### config.mk
export PLATFORM = sky130hd
export DESIGN_NAME = fifo_key_value_cache
export DESIGN_NICKNAME = d
export VERILOG_FILES = /design/src/fkvc_pkg.sv /design/src/fkvc_ctrl.sv /design/src/fkvc_datapath.sv /design/src/fifo_key_value_cache.sv
export SDC_FILE = /design/constraint.sdc
export NUM_CORES = 2
export LEC_CHECK = 0
export ABC_CLOCK_PERIOD_IN_PS = 11300
export BUFFER_PORTS_ARGS = -buffer_cell sky130_fd_sc_hd__buf_2
export CAP_MARGIN = 10
export CORE_MARGIN = 8
export CORE_UTILIZATION = 27
export DETAILED_ROUTE_END_ITERATION = 8
export PLACE_DENSITY_LB_ADDON = 0.25
export SLEW_MARGIN = 20
export SYNTH_ARGS = -nofsm -noshare
export SYNTH_HDL_FRONTEND = slang
export SYNTH_SLANG_ARGS = --single-unit
export TNS_END_PERCENT = 10
### constraint.sdc
create_clock -name clk -period 11.3 [get_ports clk]
set_input_delay 2.26 -clock clk [delete_from_list [all_inputs] [get_ports clk]]
set_output_delay 2.26 -clock clk [all_outputs]
set_load 0.005 [all_outputs]
### src/fkvc_pkg.sv
// Package for the FIFO key-value cache: sizes, request codes and the
// controller-to-datapath command struct. No dependencies.
`timescale 1ns / 1ps

package fkvc_pkg;

    // Ring of slots; depth must be a power of two (ring wraps by truncation)
    localparam int DEPTH   = 16;
    localparam int KEY_W   = 64;
    localparam int VAL_W   = 64;
    localparam int SLOT_W  = $clog2(DEPTH);
    localparam int CNT_W   = $clog2(DEPTH + 1);
    localparam int CAP_W   = 5;
    localparam int REQ_W   = 2;

    localparam logic [CAP_W-1:0] CAP_RESET = CAP_W'(16);

    // Request codes
    localparam logic [REQ_W-1:0] REQ_LOOKUP = 2'd0;
    localparam logic [REQ_W-1:0] REQ_STORE  = 2'd1;
    localparam logic [REQ_W-1:0] REQ_CLEAR  = 2'd2;

    // Commands from controller to datapath
    typedef struct packed {
        logic load;    // capture an accepted item
        logic match;   // compare key against all live entries
        logic commit;  // update state and present the result
    } cmd_t;

endpackage

### src/fkvc_ctrl.sv
// Sequencing controller for the FIFO key-value cache.
// Depends on fkvc_pkg (cmd_t).
`timescale 1ns / 1ps

module fkvc_ctrl
(
    input  logic           clk,
    input  logic           rst_n,
    input  logic           start,
    output logic           busy,
    output fkvc_pkg::cmd_t cmd
);

    typedef enum logic [1:0] {
        ST_IDLE,
        ST_MATCH,
        ST_COMMIT
    } state_t;

    state_t state_reg;
    logic   busy_reg;

    always_ff @(posedge clk or negedge rst_n)
    begin
        if (!rst_n)
        begin
            state_reg <= ST_IDLE;
            busy_reg  <= 1'b0;
        end
        else
        begin
            unique case (state_reg)
                ST_IDLE:
                begin
                    if (start)
                    begin
                        state_reg <= ST_MATCH;
                        busy_reg  <= 1'b1;
                    end
                end
                ST_MATCH:
                begin
                    state_reg <= ST_COMMIT;
                end
                ST_COMMIT:
                begin
                    state_reg <= ST_IDLE;
                    busy_reg  <= 1'b0;
                end
                default:
                begin
                    state_reg <= ST_IDLE;
                    busy_reg  <= 1'b0;
                end
            endcase
        end
    end

    assign busy       = busy_reg;
    assign cmd.load   = start & ~busy_reg;
    assign cmd.match  = (state_reg == ST_MATCH);
    assign cmd.commit = (state_reg == ST_COMMIT);

endmodule

### src/fkvc_datapath.sv
// Datapath of the FIFO key-value cache: entry storage, parallel key compare,
// ring pointers, capacity register and result registers.
// Depends on fkvc_pkg.
`timescale 1ns / 1ps

module fkvc_datapath
(
    input  logic                            clk,
    input  logic                            rst_n,
    input  fkvc_pkg::cmd_t                  cmd,
    input  logic                            cfg_we,
    input  logic [fkvc_pkg::CAP_W-1:0]      cfg_wdata,
    input  logic [fkvc_pkg::REQ_W-1:0]      req_type,
    input  logic [fkvc_pkg::KEY_W-1:0]      key,
    input  logic [fkvc_pkg::VAL_W-1:0]      value_in,
    output logic                            done,
    output logic                            hit,
    output logic [fkvc_pkg::VAL_W-1:0]      value_out,
    output logic                            evicted,
    output logic [fkvc_pkg::KEY_W-1:0]      evicted_key,
    output logic [fkvc_pkg::CNT_W-1:0]      entry_count
);

    // Entry storage (no reset: only live slots are ever read)
    logic [fkvc_pkg::KEY_W-1:0]  key_store [fkvc_pkg::DEPTH];
    logic [fkvc_pkg::VAL_W-1:0]  value_store [fkvc_pkg::DEPTH];

    // Control state
    logic [fkvc_pkg::CAP_W-1:0]  capacity_reg;
    logic [fkvc_pkg::SLOT_W-1:0] oldest_reg, oldest_next;
    logic [fkvc_pkg::CNT_W-1:0]  fill_reg, fill_next;
    logic                        done_reg;

    // Captured item
    logic [fkvc_pkg::REQ_W-1:0]  req_reg;
    logic [fkvc_pkg::KEY_W-1:0]  key_reg;
    logic [fkvc_pkg::VAL_W-1:0]  val_reg;

    // Match stage results
    logic                        match_hit_reg;
    logic [fkvc_pkg::SLOT_W-1:0] match_slot_reg;
    logic                        need_evict_reg;

    // Result registers
    logic                        hit_reg, hit_next;
    logic [fkvc_pkg::VAL_W-1:0]  vout_reg, vout_next;
    logic                        ev_reg, ev_next;
    logic [fkvc_pkg::KEY_W-1:0]  evkey_reg, evkey_next;

    // Match stage logic
    logic [fkvc_pkg::DEPTH-1:0]  match_vec;
    logic                        any_match;
    logic [fkvc_pkg::SLOT_W-1:0] first_slot;
    logic [fkvc_pkg::CNT_W-1:0]  eff_cap;

    // Commit stage logic
    logic                        wr_key, wr_val;
    logic [fkvc_pkg::SLOT_W-1:0] wr_slot;
    logic [fkvc_pkg::SLOT_W-1:0] append_slot;

    // Effective capacity: zero acts as one, above depth saturates
    always_comb
    begin
        if (capacity_reg == '0)
            eff_cap = fkvc_pkg::CNT_W'(1);
        else if (int'(capacity_reg) > fkvc_pkg::DEPTH)
            eff_cap = fkvc_pkg::CNT_W'(fkvc_pkg::DEPTH);
        else
            eff_cap = fkvc_pkg::CNT_W'(capacity_reg);
    end

    // A slot is live when its distance from the oldest slot is below the fill
    always_comb
    begin
        logic [fkvc_pkg::SLOT_W-1:0] ofs;
        for (int i = 0; i < fkvc_pkg::DEPTH; i++)
        begin
            ofs          = fkvc_pkg::SLOT_W'(i) - oldest_reg;
            match_vec[i] = (fkvc_pkg::CNT_W'(ofs) < fill_reg) && (key_store[i] == key_reg);
        end
    end

    // Live keys are unique, so any matching slot will do
    always_comb
    begin
        any_match  = |match_vec;
        first_slot = '0;
        for (int i = fkvc_pkg::DEPTH - 1; i >= 0; i--)
        begin
            if (match_vec[i])
                first_slot = fkvc_pkg::SLOT_W'(i);
        end
    end

    // Evicting then appending lands on the same slot as a plain append
    assign append_slot = oldest_reg + fkvc_pkg::SLOT_W'(fill_reg);

    always_comb
    begin
        oldest_next = oldest_reg;
        fill_next   = fill_reg;
        hit_next    = 1'b0;
        vout_next   = '0;
        ev_next     = 1'b0;
        evkey_next  = '0;
        wr_key      = 1'b0;
        wr_val      = 1'b0;
        wr_slot     = append_slot;
        case (req_reg)
            fkvc_pkg::REQ_LOOKUP:
            begin
                hit_next = match_hit_reg;
                if (match_hit_reg)
                    vout_next = value_store[match_slot_reg];
            end
            fkvc_pkg::REQ_STORE:
            begin
                if (match_hit_reg)
                begin
                    hit_next = 1'b1;
                    wr_val   = 1'b1;
                    wr_slot  = match_slot_reg;
                end
                else
                begin
                    wr_key = 1'b1;
                    wr_val = 1'b1;
                    if (need_evict_reg)
                    begin
                        ev_next     = 1'b1;
                        evkey_next  = key_store[oldest_reg];
                        oldest_next = oldest_reg + fkvc_pkg::SLOT_W'(1);
                    end
                    else
                    begin
                        fill_next = fill_reg + fkvc_pkg::CNT_W'(1);
                    end
                end
            end
            fkvc_pkg::REQ_CLEAR:
            begin
                oldest_next = '0;
                fill_next   = '0;
            end
            default:
            begin
                // unused code: no change
            end
        endcase
    end

    always_ff @(posedge clk or negedge rst_n)
    begin
        if (!rst_n)
        begin
            capacity_reg <= fkvc_pkg::CAP_RESET;
            oldest_reg   <= '0;
            fill_reg     <= '0;
            done_reg     <= 1'b0;
        end
        else
        begin
            if (cfg_we)
                capacity_reg <= cfg_wdata;
            if (cmd.commit)
            begin
                oldest_reg <= oldest_next;
                fill_reg   <= fill_next;
            end
            done_reg <= cmd.commit;
        end
    end

    always_ff @(posedge clk)
    begin
        if (cmd.load)
        begin
            req_reg <= req_type;
            key_reg <= key;
            val_reg <= value_in;
        end
        if (cmd.match)
        begin
            match_hit_reg  <= any_match;
            match_slot_reg <= first_slot;
            need_evict_reg <= (fill_reg >= eff_cap) && (fill_reg != '0);
        end
        if (cmd.commit)
        begin
            hit_reg   <= hit_next;
            vout_reg  <= vout_next;
            ev_reg    <= ev_next;
            evkey_reg <= evkey_next;
            if (wr_key)
                key_store[wr_slot] <= key_reg;
            if (wr_val)
                value_store[wr_slot] <= val_reg;
        end
    end

    assign done        = done_reg;
    assign hit         = hit_reg;
    assign value_out   = vout_reg;
    assign evicted     = ev_reg;
    assign evicted_key = evkey_reg;
    assign entry_count = fill_reg;

endmodule

### src/fifo_key_value_cache.sv
// Top level of the FIFO key-value cache: controller plus datapath.
// Depends on fkvc_pkg, fkvc_ctrl and fkvc_datapath.
`timescale 1ns / 1ps

// Channel   Ports                                          Handshake
// -------   ---------------------------------------------  ---------------------------
// request   req_type, key, value_in                        taken when start && !busy
// result    hit, value_out, evicted, evicted_key,          one cycle, marked by done
//           entry_count
// config    cfg_wdata (capacity)                           written when cfg_we
//
// Each item passes through three steps: accept/capture, a parallel compare of the key
// against all sixteen slots, then commit of the ring pointers and storage.
// The result strobe done rises in the cycle after commit, when busy has
// already dropped, so the next item may be started alongside it.
// Reset empties the ring and sets capacity to 16; slot contents are not
// cleared and are never read until written. The receiver cannot stall.

module fifo_key_value_cache
(
    input  logic                            clk,
    input  logic                            rst_n,
    // request
    input  logic                            start,
    output logic                            busy,
    input  logic [fkvc_pkg::REQ_W-1:0]      req_type,
    input  logic [fkvc_pkg::KEY_W-1:0]      key,
    input  logic [fkvc_pkg::VAL_W-1:0]      value_in,
    // result
    output logic                            done,
    output logic                            hit,
    output logic [fkvc_pkg::VAL_W-1:0]      value_out,
    output logic                            evicted,
    output logic [fkvc_pkg::KEY_W-1:0]      evicted_key,
    output logic [fkvc_pkg::CNT_W-1:0]      entry_count,
    // capacity register
    input  logic                            cfg_we,
    input  logic [fkvc_pkg::CAP_W-1:0]      cfg_wdata
);

    fkvc_pkg::cmd_t cmd;

    // Sequencer: IDLE -> MATCH -> COMMIT
    fkvc_ctrl u_ctrl
    (
        .clk   (clk),
        .rst_n (rst_n),
        .start (start),
        .busy  (busy),
        .cmd   (cmd)
    );

    // Storage, compare, ring pointers and result registers
    fkvc_datapath u_datapath
    (
        .clk         (clk),
        .rst_n       (rst_n),
        .cmd         (cmd),
        .cfg_we      (cfg_we),
        .cfg_wdata   (cfg_wdata),
        .req_type    (req_type),
        .key         (key),
        .value_in    (value_in),
        .done        (done),
        .hit         (hit),
        .value_out   (value_out),
        .evicted     (evicted),
        .evicted_key (evicted_key),
        .entry_count (entry_count)
    );

endmodule
==> metrics.txt <==
kind of critical path=reg2reg; async set or reset register ratio after synthesis=0.772%; total CTS buffers=~270; WL/cell=33.9 um; sequential cell area fraction in the yosys report=70.3%; flops & latches, synth=2332; Setup TNS=0 ns; htree depth=5; HP Class=reg2reg; Layout fillers=35300; first-pass GRT wire length=478000 um; Setup Buffers After CTS=0; Ys Warns=0; WL final=356000 um; Final Wtd Congestion=around 0.94; Post-synth EDFFs=between 2000 and 2500; Reg2Reg Capture Point=u_datapath.key_store[9][39]; CP max-delay cell=nor2_4; row cnt=~220; Compound-Gate Fraction of Synth Area=0.561%; vias=~53000; Synth Net Count=5254; # IOs=276; type of origin of the critical path=flop; Final Power=23.0 mW; Longest Clk Path Bufs=4; combinational family with the most area after synthesis=multiplexers; Worst Hold End=u_ctrl.state_reg[1]; drt via density=approximately 5; Pins Over Slew Limit=0; largest registers=u_datapath.key_store: 1024 flops, u_datapath.value_store: 1024 flops; layout cells sized above 1=26.4%; WL met2=between 150000 and 200000 um; R2R Setup Slk=6.12 ns; detailed placement HPWL=243000 um; XOR/XNOR Fraction of Synth Area=9.02%; Tot GR Track Use=between 15 and 20%; cells after synthesis=approximately 5100; largest net degree at the start of global routing=141; number of hold buffers added after cts=0; Post-DP Area=107000 sq um; GR Overflow Total=0; met1 wire length=approximately 140000 um; Port-buffer cells=275; final core occ=between 30% and 40%; Synth top area share=69.8%; final instance area=116000 sq um; Die ar.=388000 sq um; Max Clock Skew=0.0776 ns; top_reg_cell synth=edfxtp_1; Critical Path Max Stage Delay=0.99 ns; final hold viol count=0; Max VDD drop=0.000163 V; die width=623 um; final cell count without fillers=between 10000 and 15000; post-cts resize count=0; initial core utilization=between 20% and 30%; Synth Area in Adders=0.636%; Top delay family on crit path=simple AND/OR/NAND/NOR gates; worst hold stages=1; Max Clk Rate=roughly 0.19 GHz; Root Buffer=clkbuf_16; RSZ-0062 raised after global routing=no; leading area contributor after synthesis=edfxtp_1; final worst path period need=5.18 ns; Syn Area/Cell=about 20 sq um; CTS tree=yes; clock-pin slew on the worst setup and hold paths=roughly 0.060 ns; worst reg2reg path depth=9; core area=368000 sq um; Tightest Pin Transition=1.37 ns; vias in the first global route=53000; P per Cell Area=approximately 200 nW/um^2; initial antenna violation count=56; status=complete, no violations; endpoints failing setup=0; dominant cells by area after synthesis=edfxtp_1, mux4_2, xor2_1; Netlist cell types=48; post-synthesis mux area share=roughly 15%; Antenna Nets Post-Route=0; Hold Crit Start=u_ctrl.state_reg[1]; # DRC=0; Clk Latency, worst-skew pair=a little under 0.9 ns; critical path peak fanout=48; max cap viols=0; area added between synthesis and finish=16.1%; Tcrit/Tclk final=45.8%; First-pass DRT Iterations=5; crit path DAT=5.69 ns; Max-slew headroom=8.86%; met3 wire length=between 20000 and 25000 um; Pleak=36.4 nW; CP Buf/Inv Count=2; Synth Cell Area=99500 sq um; die height=a little over 600 um; CP cell instances=inv_1, ha_1, a21o_1, a21oi_1, xnor2_1, mux2i_1, nand2b_1, nor2_4, buf_4; simple-gate area share of the yosys netlist=about 3.4%; FF-to-FF Start=u_datapath.oldest_reg[1]; Inst Count DP=between 10000 and 15000; Max Used Layer=met5; Setup crit end kind=flop; Nets=5660; WP data required=11.81 ns; Sink Count=2332; DRT iter0 DRCs=6236
==> metal layers <==
layer	up-vias	global-route usage [%]
met5	-	0
met4	18	7.19
met3	564	3.12
met2	2240	29.2
met1	28600	23.0
li1	21200	-
==> power breakdown <==
group	internal (mW)	switching, mW	total (mW)
sequential	9.82	0.293	10.1
combinational	1.65	2.92	4.57
clock	4.78	3.57	8.35
total	16.2	6.78	23.0
==> cells in the final DEF, fill, tap and decap left out, types with 5 or more instances in the layout <==
| master | count |
|---|---|
| o22ai_1 | 5 |
| buf_12 | 8 |
| diode_2 | 18 |
| inv_6 | 11 |
| xnor2_1 | 356 |
| or2_2 | 5 |
| nor4_2 | 10 |
| and3_1 | 65 |
| and2_1 | 64 |
| nor2b_1 | 6 |
| o21ai_0 | 23 |
| a21oi_1 | 26 |
| nor2_4 | 25 |
| clkinv_2 | 42 |
| mux4_2 | 640 |
| a21o_1 | 12 |
| buf_2 | 275 |
| mux2_2 | 5 |
| clkbuf_1 | 58 |
| nand2_1 | 23 |
| clkbuf_16 | 281 |
| dfrtp_1 | 14 |
| nand2b_1 | 5 |
| edfxtp_1 | 2314 |
| nor3_2 | 8 |
| xor2_1 | 668 |
| clkinv_1 | 55 |
| nor2_1 | 21 |
| buf_4 | 149 |
| inv_1 | 38 |
| ha_1 | 48 |
| bufinv_16 | 9 |
| nand4_1 | 136 |
| nor4_1 | 193 |
| o21a_1 | 6 |
==> kinds of logic (layout without fill, tap and decap cells) <==
family                   after synthesis  count (layout)
XOR/XNOR                            1025            1025
buffers and inverters                345             947
AO/OA/AOI/OAI                         91              91
AND/OR/NAND/NOR                      575             575
adder cells (fa/ha/maj)               50              50
flip-flops                          2332            2332
other                                  0              18
multiplexers                         647             647
==> how the worst max path moves through the flow <==
stage / end / slack [ns] / start / cells after the start
floorplan: u_datapath.key_store[8][0] / 1.76 / u_ctrl.state_reg[1] / 5
global route: u_datapath.key_store[9][39] / 5.87 / u_datapath.oldest_reg[1] / 9
finish: u_datapath.key_store[9][39] / 6.12 / u_datapath.oldest_reg[1] / 9
detailed placement: u_datapath.value_store[7][49] / 5.94 / u_datapath.oldest_reg[1] / 9
global placement: u_datapath.value_store[7][51] / 5.92 / u_datapath.oldest_reg[1] / 9
CTS: u_datapath.value_store[7][61] / 5.91 / u_datapath.oldest_reg[1] / 9
==> cell type report <==
cell class | count | area, sq um | area share [%]
Antenna cell | 18 | 45.0 | 0.0390
Clock buffer | 342 | 7290 | 6.31
Clock inverter | 129 | 953 | 0.825
Inverter | 42 | 161 | 0.140
Multi-Input combinational cell | 2388 | 28400 | 24.6
Sequential cell | 2332 | 69900 | 60.5
Tap cell | 4837 | 6050 | 5.24
Timing Repair Buffer | 434 | 2690 | 2.33
==> synth_stat cells, drive strengths merged, types with 25 or more instances <==
cell	count
a21oi	26
and2	64
and3	65
buf	192
clkbuf	111
edfxtp	2314
ha	49
inv	42
mux4	640
nand4	136
nor2	46
nor4	203
o21ai	25
xnor2	357
xor2	668
==> metrics by stage <==
step | hold WS (ns) | worst slack [ns]
final | 0.489 | 6.12
after global routing | 0.524 | 5.87
after CTS | 0.493 | 5.91
after detailed placement | 0.487 | 5.94
after global placement | 0.465 | 5.92
after floorplan | 0.447 | 1.76
Note: power is estimated with default switching activity, not from simulation.
